[src/hdl/fasta_pattern_locator_assert.svh]
// ----------------------------------------------------------------------------
// fasta_pattern_locator assertion macros
// Shorthand for clocked implication checks with async active-low reset.
// ----------------------------------------------------------------------------
`ifndef FASTA_PATTERN_LOCATOR_ASSERT_SVH
`define FASTA_PATTERN_LOCATOR_ASSERT_SVH

// Same-cycle implication: when ante holds, cons holds on the same edge.
`define FPL_ASSERT_SAME(label, clk, rst_n, ante, cons, msg) \
    label: assert property (@(posedge clk) disable iff (!rst_n) (ante) |-> (cons)) \
        else $error(msg);

// Next-cycle implication: when ante holds, cons holds on the following edge.
`define FPL_ASSERT_NEXT(label, clk, rst_n, ante, cons, msg) \
    label: assert property (@(posedge clk) disable iff (!rst_n) (ante) |=> (cons)) \
        else $error(msg);

`endif

[src/hdl/fpl_pkg.sv]
// ----------------------------------------------------------------------------
// fpl_pkg
// Shared constants and types for the FASTA pattern locator.
// ----------------------------------------------------------------------------
package fpl_pkg;

    localparam int POS_W      = 48;
    localparam int REC_W      = 32;
    localparam int PAT_W      = 64;
    localparam int LEN_W      = 4;
    localparam int CFG_IDX_W  = 4;
    localparam int BYTE_W     = 8;

    localparam int MAX_PATTERN_DEF = 8;

    localparam logic [BYTE_W-1:0] HEADER_MARK  = 8'h3E;  // '>'
    localparam logic [BYTE_W-1:0] NEWLINE_CHAR = 8'h0A;  // '\n'

    localparam logic [POS_W-1:0] POS_MAX = {POS_W{1'b1}};

    localparam logic [CFG_IDX_W-1:0] REG_PATTERN_CHARS  = 4'd0;
    localparam logic [CFG_IDX_W-1:0] REG_PATTERN_LENGTH = 4'd1;

    // Per-byte scan outcome handed from the scanner to the top level
    typedef struct packed {
        logic             seq;        // byte is sequence data
        logic             full;       // enough record bytes for a compare
        logic [POS_W-1:0] start_pos;
        logic [POS_W-1:0] end_pos;
        logic [REC_W-1:0] rec;
    } scan_res_t;

endpackage

[src/hdl/fpl_match.sv]
// ----------------------------------------------------------------------------
// fpl_match
// Parallel compare of the newest window bytes against the pattern.
// ----------------------------------------------------------------------------
module fpl_match
    import fpl_pkg::*;
#(
    parameter int MAX_PATTERN = MAX_PATTERN_DEF
)
(
    input  logic [MAX_PATTERN*BYTE_W-1:0] window,   // newest byte in [7:0]
    input  logic [PAT_W-1:0]              pattern,
    input  logic [LEN_W-1:0]              len,      // already clamped to 1..MAX
    output logic                          hit
);

    logic [MAX_PATTERN-1:0] hit_by_len;

    // For length l, window byte i must equal pattern byte l-1-i
    always_comb
    begin
        for (int l = 1; l <= MAX_PATTERN; l++)
        begin
            hit_by_len[l-1] = 1'b1;
            for (int i = 0; i < l; i++)
            begin
                if (window[i*BYTE_W +: BYTE_W] != pattern[(l-1-i)*BYTE_W +: BYTE_W])
                begin
                    hit_by_len[l-1] = 1'b0;
                end
            end
        end
    end

    always_comb
    begin
        hit = 1'b0;
        for (int l = 1; l <= MAX_PATTERN; l++)
        begin
            if (len == LEN_W'(l))
            begin
                hit = hit_by_len[l-1];
            end
        end
    end

endmodule

[src/hdl/fpl_scan.sv]
// ----------------------------------------------------------------------------
// fpl_scan
// Record state: header mode, in-record position, record count, byte window.
// ----------------------------------------------------------------------------
module fpl_scan
    import fpl_pkg::*;
#(
    parameter int MAX_PATTERN = MAX_PATTERN_DEF
)
(
    input  logic                          clk,
    input  logic                          rst_n,
    input  logic                          step,     // consume byte this cycle
    input  logic [BYTE_W-1:0]             byte_in,
    input  logic [LEN_W-1:0]              len,
    output scan_res_t                     res,
    output logic [MAX_PATTERN*BYTE_W-1:0] window_next
);

    logic              in_header_reg;
    logic [POS_W-1:0]  pos_reg;
    logic [POS_W-1:0]  pos_next;
    logic [REC_W-1:0]  count_reg;
    logic [BYTE_W-1:0] win_reg  [MAX_PATTERN];
    logic [BYTE_W-1:0] win_next [MAX_PATTERN];
    logic              is_mark;
    logic              pos_sat;

    assign is_mark = (byte_in == HEADER_MARK);
    assign pos_sat = (pos_reg == POS_MAX);
    assign pos_next = pos_sat ? POS_MAX : pos_reg + POS_W'(1);

    always_comb
    begin
        win_next[0] = byte_in;
        for (int i = 1; i < MAX_PATTERN; i++)
        begin
            win_next[i] = win_reg[i-1];
        end
        for (int i = 0; i < MAX_PATTERN; i++)
        begin
            window_next[i*BYTE_W +: BYTE_W] = win_next[i];
        end
    end

    // start = new position - len + 1, taken from the old position in parallel
    always_comb
    begin
        res.seq  = !is_mark && !in_header_reg;
        res.full = (pos_reg >= POS_W'(len) - POS_W'(1));
        res.end_pos = pos_next;
        if (pos_sat)
        begin
            res.start_pos = POS_MAX - POS_W'(len) + POS_W'(1);
        end
        else
        begin
            res.start_pos = pos_reg + POS_W'(2) - POS_W'(len);
        end
        res.rec = count_reg;
    end

    always_ff @(posedge clk or negedge rst_n)
    begin
        if (!rst_n)
        begin
            in_header_reg <= 1'b1;
            pos_reg       <= '0;
            count_reg     <= '0;
            for (int i = 0; i < MAX_PATTERN; i++)
            begin
                win_reg[i] <= '0;
            end
        end
        else if (step)
        begin
            if (is_mark)
            begin
                in_header_reg <= 1'b1;
                pos_reg       <= '0;
                count_reg     <= count_reg + REC_W'(1);
            end
            else if (in_header_reg)
            begin
                if (byte_in == NEWLINE_CHAR)
                begin
                    in_header_reg <= 1'b0;
                end
            end
            else
            begin
                pos_reg <= pos_next;
                for (int i = 0; i < MAX_PATTERN; i++)
                begin
                    win_reg[i] <= win_next[i];
                end
            end
        end
    end

endmodule

[src/hdl/fasta_pattern_locator.sv]
// ----------------------------------------------------------------------------
// fasta_pattern_locator
// Exact pattern search over a Multi-FASTA byte stream, one byte per item.
//
// Channels: in_valid/in_ready carry stream_byte; out_valid/out_ready carry
// match_start, match_end, record_number; cfg_valid/cfg_ready write
// pattern_chars (index 0) or pattern_length (index 1) from cfg_data.
// cfg_ready is always high; write configuration only while the block is idle.
// A byte is held in the input register and is scanned as it leaves; a
// match is loaded into the output register at that same edge, which
// raises out_valid. Throughput: one byte per cycle while the output is
// not stalled, set by the single scan/compare step between input and
// output registers.
// Stall: while out_valid is high and out_ready low, the held byte waits and
// in_ready drops once the input register is full; nothing is lost.
// Reset: header mode, position and record count zero, window zero,
// pattern_chars zero, pattern_length one. Both registers empty.
// ----------------------------------------------------------------------------
`include "fasta_pattern_locator_assert.svh"

module fasta_pattern_locator
    import fpl_pkg::*;
#(
    parameter int MAX_PATTERN = MAX_PATTERN_DEF
)
(
    input  logic                 clk,
    input  logic                 rst_n,
    // byte input
    input  logic                 in_valid,
    output logic                 in_ready,
    input  logic [BYTE_W-1:0]    stream_byte,
    // match output
    output logic                 out_valid,
    input  logic                 out_ready,
    output logic [POS_W-1:0]     match_start,
    output logic [POS_W-1:0]     match_end,
    output logic [REC_W-1:0]     record_number,
    // configuration writes
    input  logic                 cfg_valid,
    output logic                 cfg_ready,
    input  logic [CFG_IDX_W-1:0] cfg_index,
    input  logic [PAT_W-1:0]     cfg_data
);

    // configuration registers
    logic [PAT_W-1:0] pat_reg;
    logic [LEN_W-1:0] len_reg;
    logic [LEN_W-1:0] len_act;

    // input register
    logic              in_valid_reg;
    logic [BYTE_W-1:0] in_byte_reg;

    // output register
    logic              out_valid_reg;
    logic              out_valid_next;
    logic [POS_W-1:0]  start_reg;
    logic [POS_W-1:0]  end_reg;
    logic [REC_W-1:0]  rec_reg;

    logic              advance;
    logic              hit;
    logic              found;
    scan_res_t         scan;
    logic [MAX_PATTERN*BYTE_W-1:0] window_next;

    assign cfg_ready = 1'b1;

    always_ff @(posedge clk or negedge rst_n)
    begin
        if (!rst_n)
        begin
            pat_reg <= '0;
            len_reg <= LEN_W'(1);
        end
        else if (cfg_valid)
        begin
            if (cfg_index == REG_PATTERN_CHARS)
            begin
                pat_reg <= cfg_data;
            end
            else if (cfg_index == REG_PATTERN_LENGTH)
            begin
                len_reg <= cfg_data[LEN_W-1:0];
            end
        end
    end

    // zero acts as one, anything past the window depth as the depth
    always_comb
    begin
        priority if (len_reg == '0)
        begin
            len_act = LEN_W'(1);
        end
        else if (len_reg > LEN_W'(MAX_PATTERN))
        begin
            len_act = LEN_W'(MAX_PATTERN);
        end
        else
        begin
            len_act = len_reg;
        end
    end

    // Held byte is scanned when the output slot is free or being emptied
    assign advance  = in_valid_reg && (!out_valid_reg || out_ready);
    assign in_ready = !in_valid_reg || advance;

    always_ff @(posedge clk or negedge rst_n)
    begin
        if (!rst_n)
        begin
            in_valid_reg <= 1'b0;
        end
        else if (in_ready)
        begin
            in_valid_reg <= in_valid;
        end
    end

    always_ff @(posedge clk)
    begin
        if (in_valid && in_ready)
        begin
            in_byte_reg <= stream_byte;
        end
    end

    fpl_scan #(
        .MAX_PATTERN (MAX_PATTERN)
    ) u_scan (
        .clk         (clk),
        .rst_n       (rst_n),
        .step        (advance),
        .byte_in     (in_byte_reg),
        .len         (len_act),
        .res         (scan),
        .window_next (window_next)
    );

    fpl_match #(
        .MAX_PATTERN (MAX_PATTERN)
    ) u_match (
        .window  (window_next),
        .pattern (pat_reg),
        .len     (len_act),
        .hit     (hit)
    );

    assign found = advance && scan.seq && scan.full && hit;

    always_comb
    begin
        out_valid_next = out_valid_reg;
        if (found)
        begin
            out_valid_next = 1'b1;
        end
        else if (out_ready)
        begin
            out_valid_next = 1'b0;
        end
    end

    always_ff @(posedge clk or negedge rst_n)
    begin
        if (!rst_n)
        begin
            out_valid_reg <= 1'b0;
        end
        else
        begin
            out_valid_reg <= out_valid_next;
        end
    end

    always_ff @(posedge clk)
    begin
        if (found)
        begin
            start_reg <= scan.start_pos;
            end_reg   <= scan.end_pos;
            rec_reg   <= scan.rec;
        end
    end

    assign out_valid     = out_valid_reg;
    assign match_start   = start_reg;
    assign match_end     = end_reg;
    assign record_number = rec_reg;

    // ------------------------------------------------------------------
    // Checks
    // ------------------------------------------------------------------
    `FPL_ASSERT_NEXT(a_found_loads_out, clk, rst_n, found, out_valid_reg,
        "match found but output register not loaded")

    `FPL_ASSERT_SAME(a_no_overwrite, clk, rst_n, found,
        !out_valid_reg || out_ready, "pending match overwritten")

    `FPL_ASSERT_NEXT(a_held_byte_kept, clk, rst_n, in_valid_reg && !advance,
        in_valid_reg, "stalled input byte dropped")

    `FPL_ASSERT_SAME(a_span_order, clk, rst_n, out_valid_reg,
        match_start <= match_end, "match start beyond match end")

endmodule
[config.mk]
export PLATFORM = sky130hd
export DESIGN_NAME = fasta_pattern_locator
export DESIGN_NICKNAME = d
export VERILOG_FILES = /design/src/hdl/fpl_pkg.sv /design/src/hdl/fpl_match.sv /design/src/hdl/fpl_scan.sv /design/src/hdl/fasta_pattern_locator.sv
export VERILOG_INCLUDE_DIRS = /design/src /design/src/hdl
export SDC_FILE = /design/constraint.sdc
export NUM_CORES = 1
export LEC_CHECK = 0
export BUFFER_PORTS_ARGS = -buffer_cell sky130_fd_sc_hd__buf_2
export CORE_ASPECT_RATIO = 1.2
export CORE_MARGIN = 2
export CORE_UTILIZATION = 60
export CTS_CLUSTER_SIZE = 24
export DETAILED_ROUTE_END_ITERATION = 16
export PLACE_DENSITY_LB_ADDON = 0.08
export SYNTH_ARGS = -nofsm -noshare
export SYNTH_HDL_FRONTEND = slang
export SYNTH_SLANG_ARGS = --single-unit
[constraint.sdc]
create_clock -name clk -period 35.4 [get_ports clk]
set_input_delay 3.54 -clock clk [delete_from_list [all_inputs] [get_ports clk]]
set_output_delay 3.54 -clock clk [all_outputs]
set_load 0.02 [all_outputs]
==> metrics.csv <==
metric;value;unit
rows;76;
setup_viol;0;
insertion_delay;0.54;ns
dp_slack;27.86;ns
fin_skew;0.0268;ns
r2r_slack;30.45;ns
ios;212;
p_int;0.982;mW
hold_viol;0;
chipHeight;213;um
cp-end-kind;output port;
ff2ff_path_depth;17;
cts_hold_buf;0;
grt_overflow;0;
pwr-share-seq;41.7;%
syn_inst;2216;
synth_edf_count;136;
worst_slew_pin_slew;1.19;ns
rsz0062_at_grt;no;
combPwrFrac;31.9;%
yosys-top-cells-area;dfrtp_1, edfxtp_1, ha_1;
hold_class;register to register;
die_w;178;um
relSlewSlack;20.7;%
dp.final_hpwl;44900;um
die_area;37900;um^2
drtAntennaViolNets;0;
async_flop_share;60.3;%
switching_power;0.591;mW
htree_levels;2;
p_leak;11.2;nW
cts_tree;done;
switching_share;37.6;%
grt_max_degree;101;
status;completed;
grt_pass1_wl;96900;um
clock-sinks;343;
start_util;60.8;%
yosysTopAreaCell;dfrtp_1;
drive_above_1_share;16.6;%
hold_depth;1;
cp_max_fo;3;
diodes;0;
min_from;u_scan.count_reg[7];
period_minus_slack;7.53;ns
fin_util;68.0;%
grt_pass1_vias;17000;
irDropWorstVdd;0.0500;mV
vias;17100;
critPathKind;input pin to output port;
setup-tns-final;0;ns
holdPathEnd;u_scan.count_reg[7];
cts_root_buf;clkbuf_16;
area_growth;11.9;%
dr.pass1.iters;6;
synthFlopType;dfrtp_1;
grtUsageTotal;33.5;%
power-per-cell-area;64.5;nW/um^2
gp_congestion;0.986;
post_drt_via_cell_ratio;5.97;
fin_crit_sh;21.3;%
portBuffers;210;
mappedNetlistArea;21800;um^2
placed_cell_area;23100;um^2
nNetsFinal;2598;
r2r-end;match_end[13];
yosysMostFrequentCell;nand2_1;
synthDistinctLibCells;87;
wire_per_inst;21.8;um
core_area;35800;um^2
largest_reg_flops;64;
r2r_start;len_reg[3];
drt_iter0_markers;1319;
cap_violations;0;
design_area;24400;um^2
fmax;133;MHz
path_clk_slew;0.06;ns
drc;0;
cp.arrival;3.99;ns
ctsResizeCount;0;
p_clk_share;26.4;%
yosys_warnings;0;
layout_setup_ws;27.87;ns
synth_top_area_share;23.5;%
avgSynthCellArea;9.83;um^2
report.final.slew_viol_count;0;
crit_required;31.86;ns
totalWireLength;62500;um
synth_seq_cells;343;
clockBufferDepth;3;
antenna_found_initial;0;
cts_made_buffers;36;
synth_common_cells;nand2_1, dfrtp_1, xnor2_1;
start_kind;input pin;
ys_seq_area_share;42.5;%
cts_setup_buffers;0;
## cell usage in the layout, fill, tap and decap left out, types with 39 or more instances in the layout
| cell | instances |
|---|---|
| xor2_1 | 188 |
| conb_1 | 46 |
| dfrtp_1 | 205 |
| a21oi_1 | 104 |
| nand4_1 | 69 |
| nand2_1 | 331 |
| mux2_2 | 69 |
| buf_2 | 209 |
| edfxtp_1 | 136 |
| nor2_1 | 69 |
| nor4_1 | 50 |
| o21ai_0 | 98 |
| inv_1 | 68 |
| ha_1 | 144 |
| a21o_1 | 39 |
| xnor2_1 | 205 |
## final cells by class
| class | instances | area [um^2] |
|---|---|---|
| multi-input cells | 1696 | 11800 |
| fillers | 2822 | 11500 |
| flip-flops and latches | 343 | 9270 |
| repair buffers | 227 | 1190 |
| clock buffers | 42 | 953 |
| well taps | 468 | 586 |
| clock inverters | 22 | 332 |
| inverters | 68 | 255 |
## worst max path at each step
stage | slack [ns] | to | startpoint
detailed placement | 27.86 | in_ready | out_ready
finish | 27.87 | in_ready | out_ready
global route | 27.83 | in_ready | out_ready
floorplan | 21.30 | match_end[0] | out_ready
global placement | 27.87 | in_ready | out_ready
CTS | 27.86 | in_ready | out_ready
## logic make-up (layout without fill, tap and decap cells)
logic type      count (synthesis)  count (layout)  share of synthesized area (%)
compound gates                356             356                           9.84
xor+xnor                      393             393                           15.8
fa+ha+maj                     146             146                           8.41
buf+inv                       222             359                           4.22
flops                         343             343                           42.5
mux                            71              71                           3.66
other cells                     1              46                         0.0172
simple gates                  684             684                           15.5
## routing by layer
metal | global-route usage, % | vias up | wire, um | share of wire [%]
met4 | 18.0 | 0 | 3690 | 5.9
met1 | 40.7 | 8291 | 24200 | 39
li1 | - | 7926 | - | -
met3 | 3.79 | 189 | 3570 | 5.7
met5 | 0 | - | 0 | 0
met2 | 58.3 | 694 | 31100 | 50
## critical path, stage by stage
cell and delay (ns):
buf_2 0.10, nand3b_1 0.18, buf_2 0.18
## per-stage QoR
step                power [mW]  cells  hold slack, ns
floorplan                0.989   2261           0.437
global route              1.64   2866           0.507
CTS                       1.57   2866           0.496
finish                    1.57   2866           0.491
global placement          1.14   2802           0.454
detailed placement        1.15   2802           0.466
## power by group through the flow
stage	logic [mW]	registers [mW]	clock network, mW
5_1_grt	0.554	0.656	0.434
4_1_cts	0.496	0.650	0.421
6_report	0.502	0.656	0.414
2_1_floorplan	0.474	0.516	0
3_5_place_dp	0.490	0.658	0
3_3_place_gp	0.479	0.658	0
(Power assumes the default switching activity.)
